### config.mk
export PLATFORM = sky130hd
export DESIGN_NAME = sic_cell
export DESIGN_NICKNAME = d
export VERILOG_FILES = /design/src/rtl/stream_inversion_counter_defines.svh /design/src/rtl/sic_pkg.sv /design/src/rtl/sic_cell.sv
export SDC_FILE = /design/constraint.sdc
export NUM_CORES = 1
export LEC_CHECK = 0
export ABC_AREA = 1
export BUFFER_PORTS_ARGS = -buffer_cell sky130_fd_sc_hd__buf_2
export CORE_ASPECT_RATIO = 0.75
export CORE_MARGIN = 2
export CORE_UTILIZATION = 52
export DETAILED_ROUTE_END_ITERATION = 8
export PLACE_DENSITY = 0.77
export SETUP_SLACK_MARGIN = 0.05
export SLEW_MARGIN = 0
export SYNTH_ARGS = -nofsm -noshare
export SYNTH_HDL_FRONTEND = slang
export SYNTH_SLANG_ARGS = --single-unit
### constraint.sdc
create_clock -name clk -period 3 [get_ports clk]
set_input_delay 0.15 -clock clk [delete_from_list [all_inputs] [get_ports clk]]
set_output_delay 0.15 -clock clk [all_outputs]
set_load 0.05 [all_outputs]
### src/rtl/stream_inversion_counter_defines.svh
// ----------------------------------------------------------------------------
// stream_inversion_counter_defines.svh
// Assertion macros for the stream inversion counter.
// ----------------------------------------------------------------------------
`ifndef STREAM_INVERSION_COUNTER_DEFINES_SVH
`define STREAM_INVERSION_COUNTER_DEFINES_SVH

`ifndef SYNTHESIS

// Same-cycle implication, checked out of reset.
`define SIC_ASSERT_IMPL(label, clk, rst_n, ante, cons) \
  label: assert property (@(posedge clk) disable iff (!rst_n) (ante) |-> (cons)) \
    else $error("assertion failed: same-cycle implication");

// Next-cycle implication, checked out of reset.
`define SIC_ASSERT_NEXT(label, clk, rst_n, ante, cons) \
  label: assert property (@(posedge clk) disable iff (!rst_n) (ante) |=> (cons)) \
    else $error("assertion failed: next-cycle implication");

`else

`define SIC_ASSERT_IMPL(label, clk, rst_n, ante, cons)
`define SIC_ASSERT_NEXT(label, clk, rst_n, ante, cons)

`endif

`endif

### src/rtl/sic_pkg.sv
// ----------------------------------------------------------------------------
// sic_pkg
// Shared constants and the token type that walks the cell chain.
// ----------------------------------------------------------------------------
package sic_pkg;

  localparam int MAX_LEN = 256;               // number of cells, 2..4096
  localparam int VAL_W   = 32;
  localparam int CNT_W   = $clog2(MAX_LEN);   // per-item count, up to MAX_LEN-1
  localparam int TOT_W   = 15;
  localparam logic [TOT_W-1:0] TOT_MAX = {TOT_W{1'b1}};

  // One sequence element in flight along the chain.
  typedef struct packed {
    logic                    vld;     // slot carries an element
    logic                    lst;     // final element of the sequence
    logic                    placed;  // already stored by an earlier cell
    logic signed [VAL_W-1:0] value;
    logic [CNT_W-1:0]        cnt;     // earlier values greater than this one
  } tok_t;

endpackage

### src/rtl/sic_cell.sv
// ----------------------------------------------------------------------------
// sic_cell
// One chain cell: holds one stored value, counts it against passing elements.
// ----------------------------------------------------------------------------
module sic_cell (
  input  logic           clk,
  input  logic           rst_n,
  input  logic           adv,
  input  sic_pkg::tok_t  tok_i,
  output sic_pkg::tok_t  tok_o
);

  logic                             held_vld_r, held_vld_nxt;
  logic signed [sic_pkg::VAL_W-1:0] held_val_r;
  sic_pkg::tok_t                    tok_r, tok_nxt;
  logic                             gt;
  logic                             take;

  assign gt   = held_vld_r && (held_val_r > tok_i.value);
  assign take = tok_i.vld && !tok_i.placed && !held_vld_r;

  always_comb begin
    tok_nxt        = tok_i;
    tok_nxt.cnt    = tok_i.cnt + sic_pkg::CNT_W'(gt);
    tok_nxt.placed = tok_i.placed | take;

    held_vld_nxt = held_vld_r;
    if (tok_i.vld) begin
      // the final element empties the cell for the next sequence
      if (tok_i.lst) begin
        held_vld_nxt = 1'b0;
      end else if (take) begin
        held_vld_nxt = 1'b1;
      end
    end
  end

  always_ff @(posedge clk) begin
    if (!rst_n) begin
      held_vld_r <= 1'b0;
      tok_r.vld  <= 1'b0;
    end else if (adv) begin
      held_vld_r <= held_vld_nxt;
      tok_r      <= tok_nxt;
      if (take) begin
        held_val_r <= tok_i.value;
      end
    end
  end

  assign tok_o = tok_r;

endmodule

==> flow_metrics.py <==
metrics = {
    "clocking": {
        "worstSkewPairLatency_ns": 0.35,
        "clockRootBuffer": "clkbuf_8",
        "cts_buffer_depth": 2,
        "tritoncts": "yes",
        "hold_buffers": 24,
        "clk_pin_slew_ns": 0.08,
        "clock_sinks": 76,
        "post_cts_resized": 0,
        "htreeDepth": 3,
        "cts_inserted_buffers": 9,
        "post_cts_buffers": 0,
    },
    "sta": {
        "slew_headroom_pct": 38.2,
        "period_needed_ns": 2.68,
        "report.final.slew_viol_count": 0,
        "setup_tns_ns": 0,
        "finClkSkew_ns": 0.00836,
        "clock.fmax_mhz": 374,
        "setup_violations": 0,
        "layout_setup_ws_ns": 0.324,
        "hold_viol_final": 0,
        "fin_crit_sh_pct": 89.2,
        "tightestPinTransition_ns": 0.925,
        "rsz0062_at_grt": "false",
    },
    "placed_design": {
        "port_buffers": 88,
        "dp_hpwl_um": 4240,
        "place_ws_ns": 0.411,
        "gp_congestion": 0.713,
    },
    "detailed_routing": {
        "vias": 2182,
        "wire_per_inst_um": 13.3,
        "dr.pass1.iters": 4,
        "route.detailed.drc": 0,
        "drt_wl_total_um": 6170,
        "drtAntennaViolNets": 0,
        "vias_per_cell": 4.71,
        "drt-initial-drc-count": 137,
    },
    "cells_and_area": {
        "final_cell_mix": "buf_2, edfxtp_1, inv_1",
        "layout_commonest_cell": "buf_2",
        "drive_above_1_share_pct": 28.8,
        "area_delta_synth_final_pct": 30.2,
        "layout.nets": 457,
        "n_antenna_cell": 0,
    },
    "floorplanning": {
        "rows": 25,
        "core-area_mm2": 0.00626,
        "start_util_pct": 53.1,
        "die_h_um": 73.2,
        "die_x_um": 96.3,
        "die-area_mm2": 0.00706,
        "io_pins": 89,
    },
    "global_routing": {
        "grt_pass1_wl_um": 9990,
        "grt_pass1_vias": 2287,
        "antenna_found_initial": 0,
        "grt_max_degree": 43,
        "grt_overflow": 0,
        "grt_usage_pct": 19.3,
    },
    "power": {
        "seqPwrFrac_pct": 52.4,
        "swShare_pct": 26.3,
        "power.internal_mw": 1.73,
        "power_leakage_nw": 1.96,
        "p_comb_share_pct": 14.4,
        "p_switching_mw": 0.616,
        "max-vdd-ir-drop_mv": 0.314,
        "clock_power_share_pct": 33.3,
        "powerDensity_mw_per_mm2": 541,
    },
    "logic_synthesis": {
        "yosys.area.top_type_share_pct": 66.8,
        "syn_nets": 332,
        "synthTopCellsByArea": "edfxtp_1, ha_1, inv_1",
        "yosysSeqAreaShare_pct": 68.0,
        "synth_largest_area_cell": "edfxtp_1",
        "ys_seq_elements": 76,
        "postSynthAreaPerCell_um2": 13.2,
        "yosysWarningCount": 0,
        "synthCells": 252,
        "syn-cell-area_mm2": 0.00332,
        "yosys.cell_types.count": 21,
    },
    "worst_hold_path": {
        "hp-class": "in -> reg",
    },
    "critical_path": {
        "crit_path_cell_trace": "dlygate4sd3_1 > buf_2 > inv_1 > ha_1 > a21oi_1 > nand2_1 > nand2_1 > nand3_1 > a21oi_1 > nand2_1 > nand2_1 > nand2_1 > nor2_2 > ha_1 > ha_1 > nand3_1 > nor3_1 > xor2_1",
        "cp.required_ns": 3.10,
        "crit_type": "in -> reg",
        "critical_path.slowest_cell": "dlygate4sd3_1",
        "cp_slowest_stage_delay_ns": 0.53,
        "path_max_fanout": 3,
        "start_kind": "input pin",
        "cp_common_cell": "nand2_1",
        "endpoint_kind": "register",
        "arrival_ns": 2.78,
    },
    "flow_run": {
        "maxCapViolCount": 0,
    },
    "run_status": {
        "status": "finished clean",
    },
}
[layer usage]
metal	global-route usage (%)	up-vias	wire length, um
met5	0	-	0
met4	5.32	0	13
met3	9.19	2	537
met2	31.4	76	2840
met1	23.2	991	2790
li1	-	1113	-
[layout make-up]
type / count / area [um^2]
repair buffers: 114 / 701
clock inverters: 4 / 50.0
clock buffers: 12 / 145
flip-flops and latches: 76 / 2260
fillers: 462 / 1930
inverters: 47 / 176
multi-input cells: 129 / 893
well taps: 81 / 101
[flip-flops by register name, summed over array words and instances, names as in the netlist]
name,flops
held_val_r,32
held_vld_r,1
tok_o,43
[synthesized netlist by cell type]
master / number
nor2_2: 3
nand2_2: 1
ha_1: 34
nor3_1: 1
o21ai_0: 2
xnor2_1: 1
xor2_1: 5
nor3_2: 1
edfxtp_1: 74
dfxtp_1: 2
nor2_1: 11
o21a_2: 1
a21o_1: 1
nand2_1: 42
nand4_1: 4
a31oi_1: 1
inv_1: 47
nand3b_1: 1
nand3_1: 5
a311oi_1: 1
a21oi_1: 14
[kinds of logic after synthesis]
family,count (synthesis),synth area share [%]
AO/OA/AOI/OAI,20,3.35
AND/OR/NAND/NOR,69,8.92
XOR/XNOR,6,1.58
adder cells (fa/ha/maj),34,12.8
buffers and inverters,47,5.31
flip-flops,76,68.0
[critical path, delay by kind of cell]
| family | cells | cell delay [ns] |
|---|---|---|
| AOI/OAI and AO/OA | 2 | 0.37 |
| and+or+nand+nor | 9 | 0.79 |
| xor gates and xnor gates | 1 | 0.09 |
| adders and majority gates | 3 | 0.67 |
| buffers and inverters | 3 | 0.69 |
[worst paths after layout]
path / slack [ns] / depth (start not counted) / end / start
setup reg to reg: 0.43 / 15 / tok_o[6] / held_val_r[21]
hold reg to reg: 0.48 / 2 / tok_o[42] / tok_o[42]
hold / removal: 0.02 / 1 / tok_o[38] / tok_i[38]
setup / recovery: 0.32 / 18 / tok_o[6] / tok_i[27]
[power by group through the flow]
stage / clock [mW] / combinational, mW / sequential, mW
2_1_floorplan: 0 / 0.0800 / 1.38
3_3_place_gp: 0 / 0.302 / 1.25
3_5_place_dp: 0 / 0.310 / 1.25
4_1_cts: 0.798 / 0.336 / 1.23
5_1_grt: 0.838 / 0.366 / 1.23
6_report: 0.779 / 0.336 / 1.23
[stage by stage]
step                      util (%)  area (um^2)  hold WS, ns  instances  power (mW)
after floorplan                  -         3320        0.249        252        1.46
after global placement        61.9         3870        0.348        421        1.55
after detailed placement      61.9         3870        0.354        421        1.56
after CTS                     68.9         4310      0.00137        461        2.36
after global routing          69.2         4330     0.000267        463        2.44
final                         69.2         4330       0.0218        463        2.34
(Power assumes the default switching activity.)
