[src/rtl/stream_inversion_counter_defines.svh]
// ----------------------------------------------------------------------------
// stream_inversion_counter_defines.svh
// Assertion macros for the stream inversion counter.
// ----------------------------------------------------------------------------
`ifndef STREAM_INVERSION_COUNTER_DEFINES_SVH
`define STREAM_INVERSION_COUNTER_DEFINES_SVH

`ifndef SYNTHESIS

// Same-cycle implication, checked out of reset.
`define SIC_ASSERT_IMPL(label, clk, rst_n, ante, cons) \
  label: assert property (@(posedge clk) disable iff (!rst_n) (ante) |-> (cons)) \
    else $error("assertion failed: same-cycle implication");

// Next-cycle implication, checked out of reset.
`define SIC_ASSERT_NEXT(label, clk, rst_n, ante, cons) \
  label: assert property (@(posedge clk) disable iff (!rst_n) (ante) |=> (cons)) \
    else $error("assertion failed: next-cycle implication");

`else

`define SIC_ASSERT_IMPL(label, clk, rst_n, ante, cons)
`define SIC_ASSERT_NEXT(label, clk, rst_n, ante, cons)

`endif

`endif

[src/rtl/sic_pkg.sv]
// ----------------------------------------------------------------------------
// sic_pkg
// Shared constants and the token type that walks the cell chain.
// ----------------------------------------------------------------------------
package sic_pkg;

  localparam int MAX_LEN = 256;               // number of cells, 2..4096
  localparam int VAL_W   = 32;
  localparam int CNT_W   = $clog2(MAX_LEN);   // per-item count, up to MAX_LEN-1
  localparam int TOT_W   = 15;
  localparam logic [TOT_W-1:0] TOT_MAX = {TOT_W{1'b1}};

  // One sequence element in flight along the chain.
  typedef struct packed {
    logic                    vld;     // slot carries an element
    logic                    lst;     // final element of the sequence
    logic                    placed;  // already stored by an earlier cell
    logic signed [VAL_W-1:0] value;
    logic [CNT_W-1:0]        cnt;     // earlier values greater than this one
  } tok_t;

endpackage

[src/rtl/sic_tail.sv]
// ----------------------------------------------------------------------------
// sic_tail
// End of the chain: saturating total, overflow flag and result register.
// ----------------------------------------------------------------------------
module sic_tail (
  input  logic                       clk,
  input  logic                       rst_n,
  input  logic                       adv,
  input  sic_pkg::tok_t              tok_i,
  output logic                       out_valid,
  output logic [sic_pkg::TOT_W-1:0]  out_inversion_count,
  output logic                       out_too_long
);

  logic [sic_pkg::TOT_W-1:0] total_r, total_nxt;
  logic                      ovf_r, ovf_nxt;
  logic                      out_valid_r;
  logic [sic_pkg::TOT_W-1:0] out_count_r;
  logic                      out_too_long_r;
  logic [sic_pkg::TOT_W:0]   sum;

  assign sum = {1'b0, total_r} + (sic_pkg::TOT_W + 1)'(tok_i.cnt);

  always_comb begin
    total_nxt = total_r;
    ovf_nxt   = ovf_r;
    if (tok_i.placed) begin
      total_nxt = sum[sic_pkg::TOT_W] ? sic_pkg::TOT_MAX : sum[sic_pkg::TOT_W-1:0];
    end else begin
      // no free cell took it: element dropped, not counted
      ovf_nxt = 1'b1;
    end
  end

  always_ff @(posedge clk) begin
    if (!rst_n) begin
      total_r     <= '0;
      ovf_r       <= 1'b0;
      out_valid_r <= 1'b0;
    end else if (adv) begin
      if (tok_i.vld && tok_i.lst) begin
        total_r     <= '0;
        ovf_r       <= 1'b0;
        out_valid_r <= 1'b1;
      end else begin
        out_valid_r <= 1'b0;
        if (tok_i.vld) begin
          total_r <= total_nxt;
          ovf_r   <= ovf_nxt;
        end
      end
    end
  end

  always_ff @(posedge clk) begin
    if (adv && tok_i.vld && tok_i.lst) begin
      out_count_r    <= total_nxt;
      out_too_long_r <= ovf_nxt;
    end
  end

  assign out_valid           = out_valid_r;
  assign out_inversion_count = out_count_r;
  assign out_too_long        = out_too_long_r;

endmodule

[config.mk]
export PLATFORM = sky130hd
export DESIGN_NAME = sic_tail
export DESIGN_NICKNAME = d
export VERILOG_FILES = /design/src/rtl/stream_inversion_counter_defines.svh /design/src/rtl/sic_pkg.sv /design/src/rtl/sic_tail.sv
export SDC_FILE = /design/constraint.sdc
export NUM_CORES = 1
export LEC_CHECK = 0
export ABC_AREA = 1
export BUFFER_PORTS_ARGS = -buffer_cell sky130_fd_sc_hd__buf_2
export CORE_AREA = 2 2 67 69
export DETAILED_ROUTE_END_ITERATION = 10
export DIE_AREA = 0 0 69 71
export PLACE_DENSITY = 0.77
export SLEW_MARGIN = 15
export SYNTH_ARGS = -nofsm -noshare
export SYNTH_HDL_FRONTEND = slang
export SYNTH_SLANG_ARGS = --single-unit
[constraint.sdc]
create_clock -name clk -period 1.9 [get_ports clk]
set_input_delay 0.285 -clock clk [delete_from_list [all_inputs] [get_ports clk]]
set_output_delay 0.285 -clock clk [all_outputs]
set_load 0.01 [all_outputs]
==> results.toml <==
[setup_path]
critPathCapture = "out_inversion_count[4]$_DFFE_PP_"
timing_worst_setup_path_type = "reg -> reg"
worst-path-max-fanout = 3
crit_required_ns = 1.95
timing.critical_path.from = "total_r[0]$_SDFFE_PN0P_"
regToRegEndpoint = "out_inversion_count[4]$_DFFE_PP_"
startpoint_type = "flip-flop"
max_stage_delay_ns = 0.34
worstReg2RegStart = "total_r[0]$_SDFFE_PN0P_"
crit_path_top_delay_cell = "fa_2"
reg2regPathDepth = 8
timing.critical_path.to_type = "flip-flop"
crit_path_cell_trace = "ha_2 -> fa_2 -> nand2_1 -> nand3_2 -> nand2_2 -> xor2_1 -> nand3_1 -> and2_1"
worstPathArrival_ns = 1.84
rrSetupSlack_ns = 0.11

[job]
max_cap_viol_count = 0

[placed_design]
placedInstanceArea_mm2 = 0.00234
post-place-cells = 354
port-buffer-count = 30
post-dp-hpwl_um = 3280
gp_congestion = 0.909
pre_cts_slack_ns = -0.0761

[logic_synthesis]
cell_with_the_most_instances_after_synthesis = "nand2_1"
synth_edf_count = 16
synth_cell_type_count = 27
yosysTopAreaCell = "edfxtp_1"
synth-async-reset-ratio = 0
warnings_from_yosys = 0
postSynthRegisterBits = 33
synth_ff_type = "dfxtp_1"
cell_types_occupying_the_most_area_after_synthesis = "edfxtp_1 23%, dfxtp_1 17%, nand2_1 15%"
synth_top_cell_area_share = 0.234
synth_area_per_cell_um2 = 7.79
syn-num-nets = 319
synth_seq_area_share = 0.399
postSynthCellCount = 264
synth_top_cells_by_count = "82 x nand2_1, 31 x nand3_1, 27 x inv_1"
mappedNetlistArea_mm2 = 0.00206

[layout]
multiInputGateArea_mm2 = 0.00115
syn2layout_area_growth_pct = 21.4
nets = 364
number_of_fill_cells = 414
n_antenna_cell = 0
post_route_cells_drive_above_1_share = 0.316
stdcell_count = 362
final-seq-area_um2 = 821
final_cell_area_mm2 = 0.00250

[clock_tree]
maximum_buffer_depth_of_the_clock_tree = 2
tritoncts_clock_tree = "built"
clock_sinks = 33
postCtsSetupBuffers = 0
insertion_delay_ns = 0.29
clk_pin_slew_worst_paths_ns = 0.07
clock_tree.htree_level_count = 2
master_cell_of_the_clock_root_buffer = "clkbuf_8"
cts_inserted_buffers = 5

[floorplanning]
chipWidth_um = 69
total_die_area_mm2 = 0.00490
initial_core_util = 0.489
io_pins = 63
std_cell_rows = 24
die_h_um = 71
placeable_area_mm2 = 0.00420

[sta]
clock.fmax_ghz = 0.559
finalSetupViolations = 0
rsz0062_at_grt = "false"
post-route-worst-setup-slack_ns = 0.110
finClkSkew_ns = 0.00717
layout_min_cycle_time_ns = 1.79
finalHoldViolCount = 0
worst_pin_slew_ns = 0.697
drv_slew = 0
relSlewSlack = 0.535
timing.final.crit_share = 0.942

[status]
status = "finished clean"

[detailed_routing]
top_layer = "met4"
detail_route.wirelength_um = 4490
iteration_0_drc_count_of_the_detailed_router = 83
length_of_routed_wiring_on_met1_um = 2130
drc = 0
drt-pass1-iter-count = 4
drt.antenna.violating_nets = 0
route.vias.total = 1821
met3_length_um = 159
route.detailed.wl_per_inst_um = 12.4
dr_wl_met2_um = 2130
route.detailed.vias_per_inst = 5.03

[worst_hold_path]
worst_hold_path_type = "in -> reg"

[grt]
global_route_wire_length_before_repair_um = 7610
maximum_number_of_pins_on_one_net_before_global_route_repair = 22
number_of_antenna_violations_at_the_first_check_in_global_routing = 0
grt_overflow_total = 0
grt_usage = 0.196
via_count_of_the_first_global_routing_pass = 1757

[pwr]
ir_drop_v = 0.000393
pwr_density_cell_mw_per_mm2 = 627
leakage_uw = 0.00115
## registers in the layout, indices dropped and copies added (netlist names)
register and count:
out_too_long 1, total_r 15, out_inversion_count 15, ovf_r 1
out_valid 1
## worst min path at each step
stage | from | to | cells after the start
finish | rst_n | ovf_r$_SDFFE_PN0P_ | 3
detailed placement | out_valid$_SDFFE_PN0P_ | out_valid$_SDFFE_PN0P_ | 2
CTS | rst_n | ovf_r$_SDFFE_PN0P_ | 3
global placement | out_valid$_SDFFE_PN0P_ | out_valid$_SDFFE_PN0P_ | 2
global route | rst_n | ovf_r$_SDFFE_PN0P_ | 3
floorplan | rst_n | ovf_r$_SDFFE_PN0P_ | 2
## final cells by class
cell class / count / share of cell area
Multi-Input combinational cell: 197 / 0.460
Inverter: 28 / 0.0421
Clock buffer: 7 / 0.0386
Clock inverter: 1 / 0.00201
Sequential cell: 33 / 0.329
Timing Repair Buffer: 44 / 0.102
Tap cell: 52 / 0.0261
## cell families after synthesis
| kind of cell | synth area share |
|---|---|
| XOR/XNOR | 0.0128 |
| AND/OR/NAND/NOR | 0.391 |
| AO/OA/AOI/OAI | 0.0693 |
| buffers and inverters | 0.0693 |
| adder cells (fa/ha/maj) | 0.0584 |
| flip-flops | 0.399 |
## layer usage
metal  global-route usage  vias up
met5                    0        -
met4               0.0893        0
met3               0.0442        8
met2                0.326       42
met1                0.244      819
li1                     -      952
## critical path, delay by kind of cell, from the launching register on
family	cells	cell delay [ns]
xor+xnor	1	0.15
flops	1	0.33
simple gates	5	0.53
fa+ha+maj	2	0.53
## cells in the final DEF, fill, tap and decap left out, types with 3 or more instances in the layout
cell type  instances
clkbuf_8           7
nand3_1           27
nor2_1            11
nand2_1           81
and2_1             4
nor4_1             3
a21oi_2            6
ha_1               5
nor2_2             3
or2_2              8
nand2_2            8
nand3_2           14
buf_2             30
a21boi_0           3
inv_1             27
dfxtp_1           17
buf_4             14
edfxtp_1          16
a21oi_1           12
## through the flow
stage               hold WS [ns]  utilization  power, µW  setup TNS [ns]
finish                     0.244        0.594       1560               0
global route               0.256        0.594       1630               0
CTS                        0.239        0.581       1570               0
detailed placement         0.462        0.557        980          -0.202
global placement           0.452        0.557        977          -0.153
floorplan                  0.427            -        909               0
## report_power, final
group          switching, µW  leakage [µW]  internal [µW]
Sequential              6.71      0.000281            763
Clock                    264     0.0000542            327
Combinational            118      0.000811           85.4
Total                    388       0.00115           1180
## what timing repair did
item / 4_1_cts / 5_1_grt
pin swaps: 1 / 3
setup endpoints to repair: 2 / 18
resized for setup: 1 / 9
hold buffers: 0 / 0
Power figures use the tool's default switching activity.
